--- src/rtl/tdm_pkg.sv ---
package tdm_pkg;

	localparam int FIELD_W     = 8;
	localparam int QUEUE_DEPTH = 4;
	localparam int QPTR_W      = $clog2(QUEUE_DEPTH);
	localparam int QCNT_W      = $clog2(QUEUE_DEPTH + 1);

	typedef enum logic [1:0] {
		KIND_TRANS = 2'd0,
		KIND_ACC   = 2'd1,
		KIND_BYTE  = 2'd2,
		KIND_EMPTY = 2'd3
	} kind_t;

	// One classified word as it travels from the front end to the back end.
	typedef struct packed {
		kind_t              kind;
		logic [FIELD_W-1:0] state_index;
		logic [FIELD_W-1:0] symbol;
		logic [FIELD_W-1:0] next_state;
		logic               next_present;
		logic               accepting;
		logic               last;
		logic               state_ok;
		logic               symbol_ok;
	} op_t;

endpackage

--- src/rtl/tdm_queue.sv ---
module tdm_queue (
	input  logic         clk,
	input  logic         arst_n,
	input  logic         push,
	input  tdm_pkg::op_t push_op,
	output logic         full,
	input  logic         pop,
	output logic         not_empty,
	output tdm_pkg::op_t pop_op
);

	tdm_pkg::op_t                  mem_q [tdm_pkg::QUEUE_DEPTH];
	logic [tdm_pkg::QPTR_W-1:0]    wr_ptr_q;
	logic [tdm_pkg::QPTR_W-1:0]    rd_ptr_q;
	logic [tdm_pkg::QCNT_W-1:0]    count_q;
	logic                          do_push;
	logic                          do_pop;

	assign full      = count_q == tdm_pkg::QCNT_W'(tdm_pkg::QUEUE_DEPTH);
	assign not_empty = count_q != '0;
	assign do_push   = push && !full;
	assign do_pop    = pop && not_empty;
	assign pop_op    = mem_q[rd_ptr_q];

	always_ff @(posedge clk or negedge arst_n) begin
		if (!arst_n) begin
			wr_ptr_q <= '0;
			rd_ptr_q <= '0;
			count_q  <= '0;
		end else begin
			if (do_push) begin
				wr_ptr_q <= wr_ptr_q + 1'b1;
			end
			if (do_pop) begin
				rd_ptr_q <= rd_ptr_q + 1'b1;
			end
			if (do_push && !do_pop) begin
				count_q <= count_q + 1'b1;
			end else if (do_pop && !do_push) begin
				count_q <= count_q - 1'b1;
			end
		end
	end

	always_ff @(posedge clk) begin
		if (do_push) begin
			mem_q[wr_ptr_q] <= push_op;
		end
	end

endmodule

--- config.mk ---
export PLATFORM = sky130hd
export DESIGN_NAME = tdm_queue
export DESIGN_NICKNAME = d
export VERILOG_FILES = /design/src/rtl/tdm_pkg.sv /design/src/rtl/tdm_queue.sv
export SDC_FILE = /design/constraint.sdc
export NUM_CORES = 1
export LEC_CHECK = 0
export BUFFER_PORTS_ARGS = -buffer_cell sky130_fd_sc_hd__buf_4
export CAP_MARGIN = 20
export CORE_MARGIN = 2
export CORE_UTILIZATION = 35
export CTS_CLUSTER_DIAMETER = 30
export CTS_CLUSTER_SIZE = 24
export DETAILED_ROUTE_END_ITERATION = 16
export GPL_TIMING_DRIVEN = 1
export SLEW_MARGIN = 30
export SYNTH_ARGS = -nofsm -noshare
export SYNTH_HDL_FRONTEND = slang
export SYNTH_SLANG_ARGS = --single-unit
--- constraint.sdc ---
create_clock -name clk -period 3.82 [get_ports clk]
set_input_delay 0.191 -clock clk [delete_from_list [all_inputs] [get_ports clk]]
set_output_delay 0.191 -clock clk [all_outputs]
set_load 0.005 [all_outputs]
After elaboration in Yosys (flattened, before gate mapping):

Memories as Yosys holds them, arrays and structs flattened.
Cells that the tools add are included.

* bits in registers: 7
* RAM bits: 124
* input port bits: 35
* output and inout bits: 33
* word-level logic and storage cells: 22
* memories: 1

Memories
* mem_q: depth 4, bits a word 31, read ports 1, clocked after memory_dff 0, wr ports 1, RTL line tdm_queue.sv:12 `tdm_pkg::op_t mem_q [tdm_pkg::QUEUE_DEPTH];`

* $add $sub $neg: 4
* equal/unequal tests: 1
* muxes and demuxes: 4
* reductions and logical operators: 9

Operators with widths (count)
* 2-to-1 mux 3 bit: 2
* adder 2 x 1 -> 2 bit (second input constant): 2
* logical AND 1 bit: 4
* adder 3 x 1 -> 3 bit (second input constant): 1
* equality test 3 bit (second input constant): 1
* logical NOT 1 bit: 3
* nonzero test 3 bit: 1
* subtractor 3 x 1 -> 3 bit (second input constant): 1
* 2-to-1 mux 1 bit: 2
* nonzero test 2 bit: 1

Longest topological paths before layout:

Gate-level depths: netlist of the first run.

* depth after elaboration: 7
* gate-level depth with buffers: 9
* gate-level depth less buffers: 8

Least setup slack after synthesis of the first run:

OpenSTA, ideal clock, no wires.

* path kind: flip-flop to flip-flop
* start: register count_q[0] in the netlist's numbering
* end: register count_q[2] in the netlist's numbering
* setup time: 0.079 ns
* data arrival time: 1.922 ns
* data required time: 3.741 ns
* slack: 1.819 ns
* cell stages (with the launch flop): 9
* period minus slack after synthesis: 2.001 ns
* cells stage by stage: dfrtp_1 -> or3_4 -> nand2_1 -> ha_1 -> inv_1 -> fa_1 -> xor2_1 -> nor2_1 -> xor2_1

* elaborated cells on any way between the ends: 14
* classes of those cells: add/sub: 2; eq/ne: 1; mux: 2; reduce/logical: 9

RTL lines
* from (decl): RTL line tdm_queue.sv:15 `logic [tdm_pkg::QCNT_W-1:0] count_q;`
* from (signal assigned): RTL line tdm_queue.sv:38 `count_q <= count_q + 1'b1;`
* from (signal assigned): RTL line tdm_queue.sv:40 `count_q <= count_q - 1'b1;`
* nonzero test 3 bit *: RTL line tdm_queue.sv:20 `assign not_empty = count_q != '0;`
* net not_empty: RTL line tdm_queue.sv:8 `output logic not_empty,`
* logical AND 1 bit *: RTL line tdm_queue.sv:22 `assign do_pop = pop && not_empty;`
* logical NOT 1 bit: RTL line tdm_queue.sv:37 `if (do_push && !do_pop) begin`
* logical AND 1 bit: RTL line tdm_queue.sv:37
* 2-to-1 mux 3 bit or nonzero test 2 bit (tied branches)

The timed path passes the listed nets; every way through them passes the cells marked *. The select of a mux whose other input is x is not followed.
A chain may end at the register's enable or synchronous reset.

==> flow_summary.toml, run 1 <==
[run_status]
status = "finished, final reports clean"

[global_route]
antenna_found_initial = 0
first_global_vias = 2484
grt_max_degree = 33
grt_pass1_wl_microns = 13390
track_usage_pct = 12.52
gr-total-overflow = 0

[worst_setup_path]
cpMaxStageDelayCell = "dfrtp_2"
cp-end-kind = "primary output"
crit_path_frequent_cell = "buf_4"
cp_max_fo = 24
required_ps = 3630
path_cells = "buf_4 > mux4_2 > buf_4"
cpPeakStageDelay_ps = 900
start_kind = "flop"
critPathKind = "flop to primary output"
crit_arrival_ps = 2360
cp.buffers_inverters = 2
cp_top_family = "flip-flops"

[pwr]
vdd_drop_max_mv = 0.6868
power.density_nw_per_um2 = 744.3
total_leakage_power_uw = 0.002258

[synth]
synth_area_sq_um = 4960
synth_nets = 238
yosysTopAreaCellShare_pct = 75.08
ys_ff_latch = 131
yosys_warnings = 0
synth_cells = 197
synth_cell_type_count = 21
yosysSeqAreaShare_pct = 78.61
yosysTopAreaCell = "edfxtp_1"
synth.top_cells.by_area = "edfxtp_1, mux4_2, dfrtp_1"
syn_avg_cell_area_sq_um = 25.18

[floorplanning]
die_area_sq_um = 15140
core_area_sq_um = 13880
rows = 43
io_pins = 68
initial_core_util_pct = 35.73
die_y_microns = 123.0
die_width_microns = 123.0

[clocking]
numCtsBuffers = 17
path_clk_slew_ps = 50
cts_setup_buffers = 0
cts_tree = "yes"
clkLatencyLatePin_ps = 400
htreeDepth = 4
ctsRootBufferMaster = "clkbuf_16"
clockBufferDepth = 2
cts.sinks = 131

[routing]
vias = 2286
post-route-drc-count = 0
drt-initial-drc-count = 222
wire_per_inst_microns = 17.30
vias_per_cell = 4.572
ant_nets = 0
wl_microns = 8651
drt-pass1-iter-count = 4

[finish]
final_common_cell = "edfxtp_1"
multi_input_area_sq_um = 952.2
diodes = 0
final_cell_mix = "edfxtp_1, buf_4, dlygate4sd3_1"
final_util_pct = 46.44
register_area_sq_um = 3901
areaGrowthSynthToFinish_pct = 29.97
layout-drive-gt1-share_pct = 41.88
nFillCells = 1192
fin_cells = 500
nNetsFinal = 349

[sta]
whs_ps = 85.01
fin_skew_ps = 7.244
slew_headroom_pct = 39.87
fmax_mhz = 391.8
fin_crit_sh_pct = 66.82
period_minus_slack_ps = 2552
worstMarginPinSlew_ps = 902.0
rsz0062_at_grt = "no"
hold_viol = 0
setup_tns_ps = 0
finalSetupViolCount = 0
drv_slew = 0

[placement]
port_buffers = 67
hpwl_microns = 5085
gp_congestion = 0.6552
dpl.cell_count = 437

[job]
drv_cap = 0

[hold_path]
worstHoldPathType = "input pin to flop"
-- sequential cells by signal, indices dropped and copies added, names as in the netlist --
| name | cells |
|---|---|
| wr_ptr_q | 2 |
| mem_q | 124 |
| rd_ptr_q | 2 |
| count_q | 3 |
-- final cells by class --
cell class	instances	share of cell area, %
Sequential cell	131	60.52
Multi-Input combinational cell	55	14.77
Timing Repair Buffer	100	12.89
Clock buffer	19	6.716
Tap cell	180	3.494
Clock inverter	12	1.436
Inverter	3	0.1747
-- power by group --
group	leakage, uW	internal [uW]	switching (uW)
logic	0.000794	747	477
registers	0.00122	1910	232
clock network	0.000249	877	551
-- final timing paths --
check / startpoint / slack (ps) / cells after the start / end
min in group asynchronous: arst_n / 140 / 2 / wr_ptr_q[1]
worst max register to register: count_q[0] / 1700 / 8 / count_q[2]
max in group asynchronous: arst_n / 3540 / 2 / rd_ptr_q[1]
worst min register to register: count_q[2] / 500 / 1 / count_q[2]
worst max-delay path: rd_ptr_q[0] / 1270 / 3 / pop_op[1]
worst min-delay path: pop / 90 / 3 / rd_ptr_q[0]
-- metal layers --
metal	track usage, %	routed length, microns	part of all wire [%]
met2	21.24	4518	52
met1	14.63	3558	41
met3	4.059	487	5.6
met4	5.327	88	1.0
met5	0	0	0
-- Yosys cell counts --
master and number:
edfxtp_1 124, mux4_2 28, dfrtp_1 7, ha_1 5, and2_2 4, xnor2_1 4, buf_12 3, buf_2 3
inv_1 3, mux4_1 3, buf_6 2, xor2_1 2, fa_1 1, mux2_2 1, mux2_4 1, nand2_1 1
nand3_1 1, nor2_1 1, nor2b_2 1, nor3b_4 1, or3_4 1
-- cell families (layout without fill, tap and decap cells) --
kind of cell,Yosys count,in the layout,synth area share [%]
XOR/XNOR,6,6,1.060
adder cells (fa/ha/maj),6,6,1.665
buffers and inverters,11,134,2.195
flip-flops,131,131,78.61
multiplexers,33,33,14.83
AND/OR/NAND/NOR,10,10,1.640
-- through the flow --
stage / worst slack (ps) / total power, uW / cell area, sq um
3_3_place_gp: 1649 / 3404 / 5600
4_1_cts: 1188 / 4893 / 6446
3_5_place_dp: 1621 / 3433 / 5600
2_1_floorplan: 1819 / 2889 / 4960
6_report: 1268 / 4798 / 6446
5_1_grt: 1088 / 5051 / 6446
-- what timing repair did --
action / 4_1_cts / 5_1_grt
resized for setup: 0 / 0
endpoints found under the hold margin: 131 / 0
hold buffers: 32 / 0
-- tightest hold or removal path, cell delays in order --
cell	delay, ps
buf_4	110
nand2_1	80
xnor2_1	60
(Power assumes the default switching activity.)
==> run 2: changes to the inputs <==
Settings changed: ABC_AREA set to 1.
Clock period 3.82 ns to 2.3 ns, I/O delays scaled along.
==> flow_summary.toml, run 2 <==
[placement]
port_buffers = 67
hpwl_microns = 6684
gp_congestion = 0.7226
dpl_cell_area_sq_um = 6366

[worst_setup_path]
critPathKind = "flop to primary output"
ff2ff_path_depth = 10
cp_top_family = "buffers and inverters"
cpPeakStageDelay_ps = 410
crit_arrival_ps = 1940
cp.buffers_inverters = 3
cpMaxStageDelayCell = "dfrtp_1"
required_ps = 2180
path_cells = "inv_4 > buf_4 > nand2_1 > o211ai_1 > nand2_1 > buf_4"
start_kind = "flop"
cp_max_fo = 39
crit_cells = 6
cp-end-kind = "primary output"

[routing]
vias_per_cell = 4.420
ant_nets = 0
post-route-drc-count = 0
drt-initial-drc-count = 245
vias = 3386
drt-pass1-iter-count = 4
wl_microns = 10980
wire_per_inst_microns = 14.33

[floorplanning]
core_area_sq_um = 15710
die_width_microns = 130.0
die_y_microns = 130.0
io_pins = 68
die_area_sq_um = 16900
initial_core_util_pct = 35.37
rows = 46

[synth]
synth.most_common_cell = "edfxtp_1"
synth_cell_type_count = 19
ys_top_cells_by_count = "edfxtp_1, nand2_1, inv_1"
synth_cells = 422
synth_edf_count = 124
synth_top_flop_cell = "edfxtp_1"
yosys_warnings = 0
synth_area_sq_um = 5558
yosysTopAreaCell = "edfxtp_1"
ys_async_sr_fraction_pct = 5.344
yosysSeqAreaShare_pct = 70.15
yosysTopAreaCellShare_pct = 67.00
ys_ff_latch = 131
synth.top_cells.by_area = "edfxtp_1, o211ai_2, nand2_1"
synth_nets = 463
syn_avg_cell_area_sq_um = 13.17

[sta]
drv_slew = 0
finalSetupViolCount = 0
period_minus_slack_ps = 2053
slew_headroom_pct = 67.71
fin_crit_sh_pct = 89.25
rsz0062_at_grt = "no"
worstMarginPinSlew_ps = 484.4
fin_skew_ps = 5.531
fmax_mhz = 487.2
whs_ps = 65.00
hold_viol = 0

[clocking]
post_cts_resized = 0
path_clk_slew_ps = 50
numCtsBuffers = 17
clkLatencyLatePin_ps = 420
ctsRootBufferMaster = "clkbuf_16"
cts_tree = "yes"
cts.sinks = 131
htreeDepth = 4
clockBufferDepth = 2

[finish]
diodes = 0
areaGrowthSynthToFinish_pct = 31.72
register_area_sq_um = 3900
layout-drive-gt1-share_pct = 28.91
largest_reg_flops = 124
nNetsFinal = 578
final_area_sq_um = 7321
final_cell_mix = "edfxtp_1, nand2_1, buf_4"
multi_input_area_sq_um = 1260
nFillCells = 1418
final_common_cell = "edfxtp_1"
regMostFlops = "mem_q"
reg_top3 = "mem_q x124, count_q x3"

[global_route]
first_global_vias = 3399
grt_pass1_wl_microns = 17350
gr-total-overflow = 0
track_usage_pct = 14.04
antenna_found_initial = 0
grt_max_degree = 41

[pwr]
total_leakage_power_uw = 0.003035
power.density_nw_per_um2 = 1272
vdd_drop_max_mv = 0.6105

[hold_path]
worstHoldPathType = "input pin to async pin"

[run_status]
status = "finished, final reports clean"

[job]
drv_cap = 0
-- run 2: final cells by class --
type / instances / share of cell area (%)
repair buffers: 116 / 13.40
flip-flops and latches: 131 / 53.27
clock buffers: 18 / 5.862
inverters: 78 / 4.033
well taps: 216 / 3.692
multi-input cells: 193 / 17.21
clock inverters: 14 / 2.529
-- run 2: through the flow --
step	power (uW)	cells	setup TNS (ps)	setup WS (ps)	utilization, %
after global placement	6504	700	0	593.2	40.52
after detailed placement	6584	700	0	489.9	40.52
after global routing	9898	766	0	98.37	46.59
after floorplan	5276	422	-18690	-150.7	-
after CTS	9446	766	0	234.2	46.59
final	9309	766	0	247.3	46.59
-- run 2: power breakdown --
group          internal [uW]  switching [uW]
clock                   1800             994
combinational           1350            1800
sequential              3150             215
total                   6300            3010
-- run 2: logic make-up after synthesis --
kind of cell	Yosys count	synth area share (%)
AND/OR/NAND/NOR	123	8.510
AO/OA/AOI/OAI	63	11.98
flip-flops	131	70.15
buffers and inverters	98	7.722
adder cells (fa/ha/maj)	6	1.486
XOR/XNOR	1	0.1576
-- run 2: metal layers --
metal / part of all wire, % / up-vias / global-route usage (%) / wire length (microns)
met5: 0 / - / 0 / 0
met4: 1.2 / 0 / 7.021 / 130
met3: 3.9 / 12 / 3.444 / 430
met2: 51 / 65 / 23.56 / 5652
met1: 43 / 1624 / 16.94 / 4761
li1: - / 1685 / - / -
-- run 2: worst paths after layout --
path | startpoint | end | slack (ps)
worst max-delay path | rd_ptr_q[0] | pop_op[16] | 250
worst min-delay path | arst_n | rd_ptr_q[0] | 70
worst max register to register | count_q[0] | count_q[2] | 450
worst min register to register | count_q[2] | count_q[2] | 510
max in group asynchronous | arst_n | rd_ptr_q[1] | 2100
min in group clk | push_op[15] | mem_q[3][15] | 440
-- run 2: what timing repair did --
action,4_1_cts,5_1_grt
hold buffers,34,0
endpoints found under the hold margin,135,0
buffers inserted,0,0
